==> config.mk <==
export PLATFORM = sky130hd
export DESIGN_NAME = qbs_fifo
export DESIGN_NICKNAME = d
export VERILOG_FILES = /design/src/hdl/quadratic_bezier_sampler_macros.svh /design/src/hdl/qbs_pkg.sv /design/src/hdl/qbs_fifo.sv
export SDC_FILE = /design/constraint.sdc
export NUM_CORES = 1
export LEC_CHECK = 0
export BUFFER_PORTS_ARGS = -buffer_cell sky130_fd_sc_hd__buf_2
export CELL_PAD_IN_SITES_DETAIL_PLACEMENT = 1
export CELL_PAD_IN_SITES_GLOBAL_PLACEMENT = 2
export CORE_ASPECT_RATIO = 0.6
export CORE_MARGIN = 2
export CORE_UTILIZATION = 38
export CTS_CLUSTER_SIZE = 8
export DETAILED_ROUTE_END_ITERATION = 7
export GPL_TIMING_DRIVEN = 0
export HOLD_SLACK_MARGIN = 0.1
export MAX_ROUTING_LAYER = met4
export PLACE_DENSITY_LB_ADDON = 0.1
export SKIP_LAST_GASP = 1
export SYNTH_ARGS = -nofsm -noshare
export SYNTH_HDL_FRONTEND = slang
export SYNTH_SLANG_ARGS = --single-unit
==> constraint.sdc <==
create_clock -name clk -period 3.8 [get_ports clk]
set_clock_uncertainty 0.15 [all_clocks]
set_input_delay 0.38 -clock clk [delete_from_list [all_inputs] [get_ports clk]]
set_output_delay 0.38 -clock clk [all_outputs]
set_load 0.02 [all_outputs]
==> src/hdl/quadratic_bezier_sampler_macros.svh <==
// assertion macros for the bezier sampler rtl
// expects clk and rst in the scope of each use, no other dependencies
`ifndef QUADRATIC_BEZIER_SAMPLER_MACROS_SVH
`define QUADRATIC_BEZIER_SAMPLER_MACROS_SVH

`ifndef ASSERT_OFF
`define QBS_ASSERT(label, prop, msg) \
  label: assert property (@(posedge clk) disable iff (rst) (prop)) else $error(msg);
`define QBS_ASSERT_NEVER(label, cond, msg) \
  label: assert property (@(posedge clk) disable iff (rst) !(cond)) else $error(msg);
`else
`define QBS_ASSERT(label, prop, msg)
`define QBS_ASSERT_NEVER(label, cond, msg)
`endif

`endif

==> src/hdl/qbs_pkg.sv <==
// shared constants and types for the quadratic bezier sampler
// no dependencies
package qbs_pkg;

  localparam int SEG_BITS    = 6;
  localparam logic [SEG_BITS-1:0] SEG_RESET = 6'd39;

  localparam int DATA_BITS   = 32;
  localparam int ADDR_BITS   = 3;
  localparam int REG_SEL_BIT = 2;

  typedef enum logic [0:0] {
    REG_SEGMENT_COUNT = 1'b0
  } reg_index_t;

  localparam int QUEUE_DEPTH = 2;

endpackage

==> src/hdl/qbs_fifo.sv <==
// short item queue between the front and back ends
// uses qbs_pkg
module qbs_fifo #(
  parameter int WIDTH = 74
) (
  input  logic             clk,
  input  logic             rst,
  input  logic             in_valid,
  output logic             in_ready,
  input  logic [WIDTH-1:0] in_data,
  output logic             out_valid,
  input  logic             out_ready,
  output logic [WIDTH-1:0] out_data
);
  import qbs_pkg::*;

  localparam int PTR_BITS = (QUEUE_DEPTH > 1) ? $clog2(QUEUE_DEPTH) : 1;
  localparam int CNT_BITS = $clog2(QUEUE_DEPTH + 1);

  logic [WIDTH-1:0]    entries [QUEUE_DEPTH];
  logic [PTR_BITS-1:0] wr_ptr;
  logic [PTR_BITS-1:0] rd_ptr;
  logic [CNT_BITS-1:0] count;
  logic                push;
  logic                pop;

  assign in_ready  = (count != CNT_BITS'(QUEUE_DEPTH));
  assign out_valid = (count != '0);
  assign out_data  = entries[rd_ptr];
  assign push      = in_valid && in_ready;
  assign pop       = out_valid && out_ready;

  always_ff @(posedge clk) begin
    if (rst) begin
      wr_ptr <= '0;
      rd_ptr <= '0;
      count  <= '0;
    end else begin
      if (push) wr_ptr <= (wr_ptr == PTR_BITS'(QUEUE_DEPTH - 1)) ? '0 : wr_ptr + 1'b1;
      if (pop)  rd_ptr <= (rd_ptr == PTR_BITS'(QUEUE_DEPTH - 1)) ? '0 : rd_ptr + 1'b1;
      if (push && !pop) begin
        count <= count + 1'b1;
      end else if (pop && !push) begin
        count <= count - 1'b1;
      end
    end
  end

  always_ff @(posedge clk) begin
    if (push) entries[wr_ptr] <= in_data;
  end

endmodule

# Word level (Yosys, flattened, before mapping)
# Memories as Yosys holds them, arrays and structs flattened. A register that Yosys moved wholly into a read port is not among the register bits.
# Index checks and enable logic that the tools add are counted.
dict set report totals {
  mem_count 1
  mem_bits_ro 0
  latch_bits 0
  word_cells 25
  input_bits 78
  out_inout_bits 76
  reg_bits 4
  ram_bits 148
}
dict set report classes {
  mul 0
  add_sub_neg 4
  bitwise_logic 0
  n_lt_le_gt_ge 0
  muxes 8
  shifts 0
  reduce_logical 8
  n_eq_ne 1
  div_mod_pow 0
}
# memory depth word_bits rd rd_clocked_by_memory_dff write_ports line_no
set memory_table {}
lappend memory_table {entries 2 74 1 1 1 qbs_fifo.sv:20} ;# logic [WIDTH-1:0] entries [QUEUE_DEPTH];
# cell count
set ops {}
lappend ops {{1-bit 2-to-1 mux} 6}
lappend ops {{1-bit logical AND} 4}
lappend ops {{2-bit 2-to-1 mux} 2}
lappend ops {{2-bit nonzero test} 2}
lappend ops {{1-bit adder, second input constant} 2}
lappend ops {{2-bit by 1-bit adder with 2-bit output, second input constant} 1}
lappend ops {{1-bit zero test} 2}
lappend ops {{2-bit inequality test, second input constant} 1}
lappend ops {{2-bit by 1-bit subtractor with 2-bit output, second input constant} 1}

# Logic depth before layout (Yosys ltp)
dict set report depth {
  word_depth 6
  mapped_depth 6
  depth_no_buf 6
}

# Least setup slack after synthesis
# No wires, ideal clock.
dict set report synth_timing {
  kind {reg2reg}
  start {register count[0]}
  end {memory entries[1][0], enable pin}
  arrival_time_ps 2506
  n_path_buf 0
  path_stages_with_launch 3
  period_less_slack_ps 3097
  path_slack_ps 703
  required_time_ps 3209
  setup_time_ps 441
  cell_sequence {dfxtp_1 nand2b_1 and3_1}
}
dict set report synth_between {
  elab_chain_cells 4
}
# element line_no
set synth_lines {}
lappend synth_lines {{from (decl)} qbs_fifo.sv:23} ;# logic [CNT_BITS-1:0] count;
lappend synth_lines {{from (signal assigned)} qbs_fifo.sv:42} ;# count <= count + 1'b1;
lappend synth_lines {{from (signal assigned)} qbs_fifo.sv:44} ;# count <= count - 1'b1;
lappend synth_lines {{2-bit inequality test} qbs_fifo.sv:27} ;# assign in_ready = (count != CNT_BITS'(QUEUE_DEPTH));
lappend synth_lines {{via in_ready} qbs_fifo.sv:9} ;# output logic in_ready,
lappend synth_lines {{1-bit logical AND} qbs_fifo.sv:30} ;# assign push = in_valid && in_ready;
lappend synth_lines {{1-bit 2-to-1 mux} qbs_fifo.sv:50} ;# if (push) entries[wr_ptr] <= in_data;
lappend synth_lines {{1-bit 2-to-1 mux (not written as such)} qbs_fifo.sv:50}
lappend synth_lines {{to (decl)} qbs_fifo.sv:20}
# The timed path passes the listed nets, and every way through them passes these cells.

==> metrics.cfg <==
[placement]
routabilityCongestion = 0.6849
port_buffers = 153
dp_hpwl_mm = 7.084

[final_layout]
area_growth_pct = 42.35
final_common_cell = buf_2
layout-drive-gt1-share_pct = 52.52
fin_nets = 582
antenna_cells = 0
mostFrequentLayoutCells = buf_2, edfxtp_1, dlygate4sd3_1, mux2_2, clkbuf_16

[critical_path]
worst-path-max-fanout = 10
setup.worst_path.start_class = flip-flop
crit_required_ns = 3.27
critPathArrivalTime_ns = 1.68
crit_path_end_kind = primary output
reg2reg_from = count[0]$_SDFFE_PP0P_
path_class = reg -> out

[clock_tree]
root_buffer = clkbuf_16
cts_buffers = 17
cts_tree = done
clkLatencyLatePin_ns = 0.40
cts.reportedPaths.clkPinSlew_ns = 0.06
htreeDepth = 4
cts_buffer_depth = 2
postCtsSetupRepairBufs = 0
cts_sinks = 153

[hold_path]
hold_class = in -> reg
min-delay-start = in_valid

[timing]
drv_slew = 0
tightest_slew_ns = 0.5162
rsz0062_at_grt = no
layout_min_cycle_time_ns = 2.208
finalCritPeriodShare_pct = 58.09
finalHoldViolCount = 0
clock.fmax_mhz = 453.0
relSlewSlack_pct = 65.59
hold_slack_ns = 0.1523
setup_viol_count_final = 0

[power_and_ir_drop]
power.switching_uw = 1564
total_power_uw = 5126
vdd_drop_max_mv = 0.3616
power_density_nw_per_um2 = 645.3
p_int_uw = 3562
pwr-share-comb_pct = 27.8
p_clk_share_pct = 30.1
swShare_pct = 30.51
p_leak_uw = 0.002992
p_seq_share_pct = 42.1

[floorplanning]
die-height_um = 97.87
ios = 154
die_w_um = 160.4
rows = 34
die_area_um2 = 15700
start_util_pct = 38.70
core_um2 = 14420

[detailed_routing]
dr.pass1.iters = 4
wl_per_cell_um = 16.38
wirelength_mm = 11.70
postRouteAntennaNets = 0
via_per_inst = 4.532
drtIter0Drc = 130
route.detailed.drc = 0
vias = 3236

[logic_synthesis]
synth_top_cell_by_area = edfxtp_1
ys_warn_count = 0
syn_area_um2 = 5580
synth_top_cells_by_area = edfxtp_1, mux2_2, dfxtp_1
ys_seq_elements = 153
synth.net_count = 333
synth_top_area_share_pct = 79.64
ys_seq_area_share_pct = 81.43
synth.distinct_cells = 19
avgSynthCellArea_um2 = 21.97
synthCells = 254

[grt]
grt_pass1_vias = 3632
grt_usage_pct = 16.27
grt_antenna_before_repair = 0
grt_first_pass_wirelength_mm = 18.84
grt_overflow = 0
grt_max_degree = 45

[run_status]
status = finished clean

[run]
drv_cap = 0

==> final timing paths <==
check / end / slack [ns] / cells past startpoint
setup / recovery: out_data[45] / 1.59 / 4
hold / removal: wr_ptr$_SDFFE_PP0P_ / 0.15 / 3
setup reg to reg: entries[0][42]$_DFFE_PP_ / 1.79 / 4
hold reg to reg: flip-flop / 0.35 / 2
==> power by group through the flow <==
stage / logic [uW] / clock network, uW / registers [uW]
4_1_cts: 1450 / 1590 / 2160
2_1_floorplan: 931 / 0 / 2190
3_3_place_gp: 1350 / 0 / 2210
3_5_place_dp: 1380 / 0 / 2200
6_report: 1430 / 1540 / 2160
5_1_grt: 1540 / 1650 / 2180
==> kinds of logic after synthesis <==
group,Yosys count,synth area share [%]
AO/OA/AOI/OAI,5,0.5381
AND/OR/NAND/NOR,9,0.8973
XOR/XNOR,3,0.4709
flip-flops,153,81.44
adder cells (fa/ha/maj),1,0.2242
buffers and inverters,9,1.502
multiplexers,74,14.93
==> synthesized netlist by cell type <==
library cell	n
edfxtp_1	148
mux2_2	74
buf_6	6
dfxtp_1	5
nor2_1	3
xor2_1	3
a21oi_1	2
o21ai_0	2
a21bo_2	1
and2_1	1
and3_1	1
buf_2	1
buf_4	1
ha_1	1
inv_1	1
nand2b_1	1
nand3b_1	1
or2_2	1
or3_1	1
==> metrics by stage <==
stage	utilization (%)	area (um^2)	setup slack, ns	std cells	setup TNS (ns)
global route	55.08	7944	1.484	714	0
global placement	45.72	6594	-0.3309	605	-24.24
CTS	55.08	7944	1.546	714	0
detailed placement	46.10	6649	1.745	607	0
floorplan	-	5580	0.7032	254	0
finish	55.08	7944	1.592	714	0
==> critical path: stages (launching register included) <==
cell and delay (ns):
dfxtp_1 0.32, buf_4 0.24, buf_6 0.20, mux2_2 0.35, buf_2 0.16
==> layout make-up <==
class | instances | area, um^2
fill | 1363 | 6477
sequential | 153 | 4544
timing repair buffer | 230 | 1564
multi-input combinational | 92 | 957.2
clock buffer | 18 | 429.2
tap | 198 | 247.7
clock inverter | 14 | 115.1
buffer | 8 | 80.08
inverter | 1 | 6.256
==> flip-flops by register name (all words and copies together) (netlist names), named ones only <==
name and cells:
count 2, rd_ptr 1, entries 148, wr_ptr 1
==> per-layer routing <==
layer  vias up  routed length [um]  global-route usage [%]
li1       1513                   -                       -
met1      1606                5158                   19.63
met2       108                5659                   25.96
met3         9                 770                   5.565
met4         0                 108                   5.198
met5         -                   0                       -
==> what timing repair did <==
action / in CTS / in global routing
endpoints found under the hold margin: 153 / 0
hold buffers: 75 / 0
resized for setup: 0 / 0
No activity file was read; power rests on OpenSTA's default activity.
