==> config.mk <==
export PLATFORM = sky130hd
export DESIGN_NAME = qbs_front_flat
export DESIGN_NICKNAME = d
export VERILOG_FILES = /design/src/hdl/quadratic_bezier_sampler_macros.svh /design/src/hdl/qbs_pkg.sv /design/src/hdl/qbs_curve_if.sv /design/src/hdl/qbs_recip.sv /design/src/hdl/qbs_front.sv /design/src/flat_wrapper.sv
export SDC_FILE = /design/constraint.sdc
export NUM_CORES = 1
export LEC_CHECK = 0
export BUFFER_PORTS_ARGS = -buffer_cell sky130_fd_sc_hd__buf_2
export CORE_ASPECT_RATIO = 2
export CORE_UTILIZATION = 41
export CTS_CLUSTER_SIZE = 30
export DETAILED_ROUTE_END_ITERATION = 16
export MAX_ROUTING_LAYER = met4
export PLACE_DENSITY = 0.79
export SYNTH_ARGS = -nofsm -noshare
export SYNTH_HDL_FRONTEND = slang
export SYNTH_HIERARCHICAL = 1
export SYNTH_SLANG_ARGS = --single-unit
==> constraint.sdc <==
create_clock -name clk -period 3.48 [get_ports clk]
set_clock_uncertainty 0.1 [all_clocks]
set_input_delay 0.522 -clock clk [delete_from_list [all_inputs] [get_ports clk]]
set_output_delay 0.522 -clock clk [all_outputs]
set_load 0.005 [all_outputs]
==> src/hdl/quadratic_bezier_sampler_macros.svh <==
// assertion macros for the bezier sampler rtl
// expects clk and rst in the scope of each use, no other dependencies
`ifndef QUADRATIC_BEZIER_SAMPLER_MACROS_SVH
`define QUADRATIC_BEZIER_SAMPLER_MACROS_SVH

`ifndef ASSERT_OFF
`define QBS_ASSERT(label, prop, msg) \
  label: assert property (@(posedge clk) disable iff (rst) (prop)) else $error(msg);
`define QBS_ASSERT_NEVER(label, cond, msg) \
  label: assert property (@(posedge clk) disable iff (rst) !(cond)) else $error(msg);
`else
`define QBS_ASSERT(label, prop, msg)
`define QBS_ASSERT_NEVER(label, cond, msg)
`endif

`endif

==> src/hdl/qbs_pkg.sv <==
// shared constants and types for the quadratic bezier sampler
// no dependencies
package qbs_pkg;

  localparam int SEG_BITS    = 6;
  localparam logic [SEG_BITS-1:0] SEG_RESET = 6'd39;

  localparam int DATA_BITS   = 32;
  localparam int ADDR_BITS   = 3;
  localparam int REG_SEL_BIT = 2;

  typedef enum logic [0:0] {
    REG_SEGMENT_COUNT = 1'b0
  } reg_index_t;

  localparam int QUEUE_DEPTH = 2;

endpackage

==> src/hdl/qbs_curve_if.sv <==
// input channel of the sampler: one item is a triple of control points
// no dependencies
interface qbs_curve_if #(
  parameter int COORD_BITS = 12
);
  logic                  valid;
  logic                  ready;
  logic [COORD_BITS-1:0] start_x;
  logic [COORD_BITS-1:0] start_y;
  logic [COORD_BITS-1:0] ctrl_x;
  logic [COORD_BITS-1:0] ctrl_y;
  logic [COORD_BITS-1:0] end_x;
  logic [COORD_BITS-1:0] end_y;
  logic                  contour_end;

  modport source (
    output valid, start_x, start_y, ctrl_x, ctrl_y, end_x, end_y, contour_end,
    input  ready
  );
  modport sink (
    input  valid, start_x, start_y, ctrl_x, ctrl_y, end_x, end_y, contour_end,
    output ready
  );
endinterface

==> src/hdl/qbs_recip.sv <==
// bit-serial reciprocal unit: quotient = floor(2^SHIFT / divisor)
// one quotient bit per cycle, no package dependencies
module qbs_recip #(
  parameter int SQ_BITS = 12,
  parameter int SHIFT   = 24,
  localparam int RECIP_BITS = SHIFT + 1,
  localparam int CNT_BITS   = $clog2(SHIFT + 1)
) (
  input  logic                  clk,
  input  logic                  rst,
  input  logic                  start,
  input  logic [SQ_BITS-1:0]    divisor,
  output logic                  busy,
  output logic [RECIP_BITS-1:0] quotient
);

  logic [CNT_BITS-1:0] cnt;
  logic [SQ_BITS-1:0]  rem;
  logic [SQ_BITS:0]    trial;
  logic [SQ_BITS:0]    diff;
  logic                take;

  // dividend is a one followed by SHIFT zeros, fed msb first
  assign trial = {rem, (cnt == '0)};
  assign diff  = trial - {1'b0, divisor};
  assign take  = (trial >= {1'b0, divisor});

  always_ff @(posedge clk) begin
    if (rst) begin
      busy <= 1'b1;
      cnt  <= '0;
    end else if (start) begin
      busy <= 1'b1;
      cnt  <= '0;
    end else if (busy) begin
      cnt <= cnt + 1'b1;
      if (cnt == CNT_BITS'(SHIFT)) busy <= 1'b0;
    end
  end

  always_ff @(posedge clk) begin
    if (start) begin
      rem      <= '0;
      quotient <= '0;
    end else if (busy) begin
      rem      <= take ? diff[SQ_BITS-1:0] : trial[SQ_BITS-1:0];
      quotient <= {quotient[RECIP_BITS-2:0], take};
    end
  end

endmodule

==> src/hdl/qbs_front.sv <==
// front end: segment count register, divisor set-up and item intake
// uses qbs_pkg, qbs_curve_if and qbs_recip
module qbs_front #(
  parameter int COORD_BITS   = 12,
  parameter int MAX_SEGMENTS = 63,
  localparam int IDX_BITS   = $clog2(MAX_SEGMENTS + 1),
  localparam int SQ_BITS    = 2 * IDX_BITS,
  localparam int SHIFT      = COORD_BITS + SQ_BITS,
  localparam int RECIP_BITS = SHIFT + 1,
  localparam int ITEM_BITS  = 6 * COORD_BITS + 2
) (
  input  logic                           clk,
  input  logic                           rst,
  input  logic                           psel,
  input  logic                           penable,
  input  logic                           pwrite,
  input  logic [qbs_pkg::ADDR_BITS-1:0]  paddr,
  input  logic [qbs_pkg::DATA_BITS-1:0]  pwdata,
  output logic [qbs_pkg::DATA_BITS-1:0]  prdata,
  output logic                           pready,
  qbs_curve_if.sink                      curve,
  output logic                           push_valid,
  input  logic                           push_ready,
  output logic [ITEM_BITS-1:0]           push_data,
  output logic [IDX_BITS-1:0]            seg_n,
  output logic [SQ_BITS-1:0]             seg_sq,
  output logic [RECIP_BITS-1:0]          recip
);
  import qbs_pkg::*;

  logic [SEG_BITS-1:0] seg;
  logic                seg_wr;
  logic                start;
  logic                recip_busy;
  logic                open;
  logic                single;
  logic [IDX_BITS-1:0] n_eff;
  reg_index_t          reg_idx;

  assign reg_idx = reg_index_t'(paddr[REG_SEL_BIT]);
  assign pready  = 1'b1;
  assign seg_wr  = psel && penable && pwrite && pready && (reg_idx == REG_SEGMENT_COUNT);

  always_comb begin
    case (reg_idx)
      REG_SEGMENT_COUNT: prdata = DATA_BITS'(seg);
      default:           prdata = '0;
    endcase
  end

  assign n_eff = (seg > SEG_BITS'(MAX_SEGMENTS)) ? IDX_BITS'(MAX_SEGMENTS) : IDX_BITS'(seg);

  always_ff @(posedge clk) begin
    if (rst) begin
      seg   <= SEG_RESET;
      start <= 1'b1;
    end else begin
      if (seg_wr) seg <= pwdata[SEG_BITS-1:0];
      start <= seg_wr;
    end
  end

  // zero segments is sampled as a single point with unit divisor
  always_ff @(posedge clk) begin
    seg_n  <= n_eff;
    seg_sq <= (n_eff == '0) ? SQ_BITS'(1) : SQ_BITS'(n_eff) * SQ_BITS'(n_eff);
  end

  qbs_recip #(
    .SQ_BITS (SQ_BITS),
    .SHIFT   (SHIFT)
  ) u_recip (
    .clk      (clk),
    .rst      (rst),
    .start    (start),
    .divisor  (seg_sq),
    .busy     (recip_busy),
    .quotient (recip)
  );

  // no intake while the reciprocal is being rebuilt
  assign open        = !recip_busy && !start;
  assign single      = (seg_n == '0);
  assign push_valid  = curve.valid && open;
  assign curve.ready = push_ready && open;
  assign push_data   = {curve.start_x, curve.start_y, curve.ctrl_x, curve.ctrl_y,
                        curve.end_x, curve.end_y, curve.contour_end, single};

endmodule

==> src/flat_wrapper.sv <==
// flat-port wrapper written by rule: the top's interface ports become plain ports
module qbs_front_flat import qbs_pkg::*;
#(
  parameter int COORD_BITS   = 12,
  parameter int MAX_SEGMENTS = 63,
  localparam int IDX_BITS   = $clog2(MAX_SEGMENTS + 1),
  localparam int SQ_BITS    = 2 * IDX_BITS,
  localparam int SHIFT      = COORD_BITS + SQ_BITS,
  localparam int RECIP_BITS = SHIFT + 1,
  localparam int ITEM_BITS  = 6 * COORD_BITS + 2
)
  (clk, rst, psel, penable, pwrite, paddr, pwdata, prdata, pready, push_valid, push_ready, push_data, seg_n, seg_sq, recip, curve_valid, curve_start_x, curve_start_y, curve_ctrl_x, curve_ctrl_y, curve_end_x, curve_end_y, curve_contour_end, curve_ready);
  qbs_curve_if #(.COORD_BITS(COORD_BITS)) curve_i ();
  input  logic clk;
  input  logic rst;
  input  logic psel;
  input  logic penable;
  input  logic pwrite;
  input  logic [qbs_pkg::ADDR_BITS-1:0] paddr;
  input  logic [qbs_pkg::DATA_BITS-1:0] pwdata;
  output logic [qbs_pkg::DATA_BITS-1:0] prdata;
  output logic pready;
  output logic push_valid;
  input  logic push_ready;
  output logic [ITEM_BITS-1:0] push_data;
  output logic [IDX_BITS-1:0] seg_n;
  output logic [SQ_BITS-1:0] seg_sq;
  output logic [RECIP_BITS-1:0] recip;
  input wire logic [$bits(curve_i.valid)-1:0] curve_valid;
  input wire logic [$bits(curve_i.start_x)-1:0] curve_start_x;
  input wire logic [$bits(curve_i.start_y)-1:0] curve_start_y;
  input wire logic [$bits(curve_i.ctrl_x)-1:0] curve_ctrl_x;
  input wire logic [$bits(curve_i.ctrl_y)-1:0] curve_ctrl_y;
  input wire logic [$bits(curve_i.end_x)-1:0] curve_end_x;
  input wire logic [$bits(curve_i.end_y)-1:0] curve_end_y;
  input wire logic [$bits(curve_i.contour_end)-1:0] curve_contour_end;
  output wire logic [$bits(curve_i.ready)-1:0] curve_ready;
  assign curve_i.valid = curve_valid;
  assign curve_i.start_x = curve_start_x;
  assign curve_i.start_y = curve_start_y;
  assign curve_i.ctrl_x = curve_ctrl_x;
  assign curve_i.ctrl_y = curve_ctrl_y;
  assign curve_i.end_x = curve_end_x;
  assign curve_i.end_y = curve_end_y;
  assign curve_i.contour_end = curve_contour_end;
  assign curve_ready = curve_i.ready;
  qbs_front #(.COORD_BITS(COORD_BITS), .MAX_SEGMENTS(MAX_SEGMENTS)) u_core (.clk(clk), .rst(rst), .psel(psel), .penable(penable), .pwrite(pwrite), .paddr(paddr), .pwdata(pwdata), .prdata(prdata), .pready(pready), .curve(curve_i), .push_valid(push_valid), .push_ready(push_ready), .push_data(push_data), .seg_n(seg_n), .seg_sq(seg_sq), .recip(recip));
endmodule
Yosys cells after proc, flatten, opt, wreduce, memory -nomap -nowiden:

Index checks and enable logic that the tools add are counted.

* output and inout port bits: 152
* bits in registers: 68
* word-level logic and storage cells: 32

* reduce and logical (&&, ||, !) cells: 12
* bitwise operators: 1
* order comparisons: 2
* muxes and demuxes: 5
* multiply operators: 1
* eq/ne operators: 1
* add/subtract/negate cells: 2

Operator list (count)
* $ge A13 B12 Y1: 1
* $logic_not A6 Y1: 2
* $mul A6 B6 Y12: 1
* $mux W12: 1
* $mux W6: 2
* $sub A12 B12 Y12: 1
* $gt A6 B6 Y1 const B: 1
* $logic_and A1 B1 Y1: 6
* $add A5 B1 Y5 const B: 1
* $eq A5 B5 Y1 const B: 1
* $logic_not A5 Y1: 1
* $logic_not A1 Y1: 2
* $mux W1: 2
* $reduce_or A2 Y1: 1
* $not A1 Y1: 1

Longest topological paths before layout:

* depth after elaboration: 3
* gate-level depth with buffers: 13
* mapped depth without buffers: 12

Hierarchy:

Netlist, hierarchy kept.

Modules (own cells, without submodules)
* qbs_recip: cells an instance 256, instances 1, area an instance 2324.7 um2
* qbs_front: cells an instance 273, instances 1, area an instance 2298.5 um2

Worst setup path after synthesis:

No wires, ideal clock.

* kind: flip-flop to flip-flop
* from: register u_core.seg[3]
* to: register u_core.seg_sq[8]
* path buffers: 1
* cell stages (with the launch flop): 12
* path slack: -0.093 ns
* clock period less this slack: 3.573 ns
* arrival: 3.401 ns
* path through: dfxtp_1 clkbuf_1 nand2_1 fa_1 fa_1 fa_1 inv_1 ha_1 and4b_1 a211o_1 a21oi_1 mux2i_1

* cells in the longest elaborated chain, start to end: 3

Ends and longest elaborated chain
* start, declared: RTL line qbs_front.sv:31 `logic [SEG_BITS-1:0] seg;`
* start signal, assigned: RTL line qbs_front.sv:58 `if (seg_wr) seg <= pwdata[SEG_BITS-1:0];`
* $gt A6 B6 Y1: RTL line qbs_front.sv:51 `assign n_eff = (seg > SEG_BITS'(MAX_SEGMENTS)) ? IDX_BITS'(MAX_SEGMENTS) : IDX_BITS'(seg);`
* $mux W6 (*): RTL line qbs_front.sv:51
* $mul A6 B6 Y12 or $logic_not A6 Y1 (tied branches): RTL line qbs_front.sv:66 `seg_sq <= (n_eff == '0) ? SQ_BITS'(1) : SQ_BITS'(n_eff) * SQ_BITS'(n_eff);`
* end signal, assigned: RTL line qbs_front.sv:66
* end, declared: RTL line qbs_front.sv:26 `output logic [SQ_BITS-1:0] seg_sq,`

Every way passes the cells marked *; elsewhere a longest branch is shown, timed or not.
A chain may end at the register's enable or synchronous reset.

Final worst setup path:

* from: register u_core.seg[2]
* to: register u_core.seg_sq[8]

The elaborated chain is that of the path after synthesis.

==> reports/metrics.cfg <==
[run_status]
status=complete, no violations

[timing]
maxSlewViolCount=0
hold_viol=0
min_period_ns=3.354
max_freq_ghz=0.2981
finalSetupViolCount=0
fin_crit_sh_pct=96.39
tightest_slew_ns=0.8969
relSlewSlack_pct=39.88

[drt]
drtIter0Drc=127
avgViaCountPerCell=5.242
vias=3449
wl_um=10270
drc=0
firstDrtPassIters=4
wl_per_cell_um=15.61
drtAntennaViolNets=0

[logic_synthesis]
yosysMostFrequentCell=buf_4
synth_top_cell_by_area=dfxtp_1
synth_warnings=6
yosysUniqueCellTypes=64
synth_edf_count=0
synth-async-reset-ratio_pct=0
synth.avg_cell_area_um2=8.739
synthesis.area_mm2=0.004623
yosysSeqAreaShare_pct=29.01
syn-instance-count=529
synth-seq-cells=67
synth_top_area_share_pct=29.01
ys.flop_type=dfxtp_1
synth.top_cells.by_count=105 x buf_4, 67 x dfxtp_1, 51 x nor2_1
synth_area_leaders=dfxtp_1 29%, buf_4 17%, ha_1 7.0%

[clocking]
cts_buffers=9
clockRootBuffer=clkbuf_16
holdBufCountCts=0
cts_tree=built
cts_sinks=67
h-tree-depth=3
cts_buffer_depth=2
insertion_delay_ns=0.33
clk_pin_slew_ns=0.06

[global_route]
grt_usage_pct=18.36
antenna_found_initial=0
grt_start_max_net_pins=43
grt_pass1_vias=3535
grt_pass1_wl_um=16280
grt-ovfl-total=0

[floorplan]
initial_core_util_pct=42.24
die_x_um=77.09
num_rows=54
dieArea_mm2=0.01173
core-area_mm2=0.01095
die_y_um=152.2
io_pins=267

[cells_and_area]
fillers=1055
seq_area_mm2=0.001348
syn_to_final_growth_pct=4.168
final_core_util_pct=44.00
diodes=0
drive_above_1_share_pct=23.75
instances_no_fill=658
finalInstanceArea_mm2=0.004816
multi_input_area_mm2=0.002415
final_nets=663

[worst_hold_path]
hp-class=reg2reg
min_from=u_core/seg[2]

[place]
placed_cell_area_mm2=0.004400
hpwl_um=7756
gp_congestion=0.8664
placedCellCount=641
port_buffers=64

[worst_setup_path]
arrival_ns=3.52
crit_start=u_core/seg[2]
reg2reg_from=u_core/seg[2]
endpoint_kind=flip-flop
start_kind=flip-flop
cp.required_ns=3.64
worstPathMaxFanout=4
path_class=reg2reg

[flow_run]
drv_cap=0

[pwr]
p_leak_nw=2.475
powerDensity_mw_per_mm2=636.1
peakVddDrop_mv=0.3531

per-stage QoR:
stage / total power [mW] / hold WS, ns / setup TNS [ns] / worst slack (ns)
floorplan: 1.856 / 0.3237 / 0 / 0.01282
global placement: 1.978 / 0.3065 / 0 / 0.004978
detailed placement: 2.031 / 0.3218 / -0.2828 / -0.1161
CTS: 3.034 / 0.3049 / 0 / 0.006092
global route: 3.239 / 0.3085 / -0.006391 / -0.006391
finish: 3.063 / 0.3020 / 0 / 0.1256
placed cells by master, fill, tap and decap left out, drive strengths merged, types with 5 or more instances in the layout:
cell type / Yosys / final
ha: 26 / 26
nand2b: 5 / 5
o21a: 5 / 5
a21oi: 7 / 7
a211oi: 8 / 8
xnor2: 8 / 8
dfxtp: 67 / 67
inv: 36 / 37
a211o: 5 / 5
a21o: 7 / 7
fa: 9 / 9
nand2: 31 / 31
xor2: 7 / 7
and3: 7 / 7
conb: 2 / 30
o21ai: 8 / 8
buf: 109 / 75
nor2: 51 / 51
nor2b: 9 / 9
and2: 12 / 12
mux2i: 31 / 31
clkbuf: 21 / 10
repair_timing:
| item | in CTS | in global routing |
|---|---|---|
| setup buffers | 1 | 0 |
| pin swaps | 5 | 12 |
| gates resized for setup | 5 | 15 |
| gates cloned | 0 | 0 |
| endpoints found under the setup margin | 4 | 4 |
state kept, by name, indices dropped and copies added, names as in the netlist:
register,count
u_core/u_recip/quotient,25
u_core/u_recip/rem,12
u_core/seg_sq,11
u_core/seg,6
u_core/seg_n,6
u_core/u_recip/cnt,5
u_core/start,1
u_core/u_recip/busy,1
routing by layer:
metal / global-route usage (%) / vias to the layer above / wire (um)
met1: 14.13 / 1587 / 3238
li1: - / 1602 / -
met4: 15.09 / 0 / 692
met3: 4.371 / 90 / 647
met5: - / - / 0
met2: 34.65 / 170 / 5695
worst paths after layout:
path	to	depth (start not counted)	slack (ns)
worst max register to register	u_core/seg_sq[8]	13	0.13
worst min-delay path	u_core/seg_n[2]	0	0.30
worst max-delay path	u_core/seg_sq[8]	13	0.13
worst min register to register	u_core/seg_n[2]	0	0.30
logic make-up (layout without fill, tap and decap cells):
group | count (synthesis) | count (layout) | synth area share (%)
xor+xnor | 15 | 15 | 2.842
fa+ha+maj | 35 | 35 | 10.93
compound gates | 67 | 67 | 11.50
other cells | 2 | 30 | 0.1624
simple gates | 144 | 144 | 16.05
flops | 67 | 67 | 29.01
mux | 32 | 32 | 7.036
buf+inv | 167 | 128 | 22.46
report_power, final:
group	total, mW	internal [mW]	switching [mW]
sequential	0.960	0.871	0.0893
combinational	1.13	0.494	0.638
clock	0.971	0.628	0.343
worst max-delay path: stages (launching register included):
cell	delay, ns
dfxtp_4	0.37
buf_4	0.11
and2_4	0.13
inv_1	0.05
fa_1	0.49
xor2_2	0.21
xnor2_2	0.17
fa_1	0.54
inv_1	0.07
ha_4	0.24
and4b_1	0.18
a211o_1	0.30
a21oi_2	0.15
mux2i_1	0.18
layout make-up:
type / instances / area share [%]
clock inverter: 6 / 1.845
inverter: 37 / 2.884
timing repair buffer: 75 / 8.756
clock buffer: 10 / 4.754
multi-input combinational: 323 / 50.14
tap: 140 / 3.637
sequential: 67 / 27.98
Note: power is estimated with default switching activity, not from simulation.
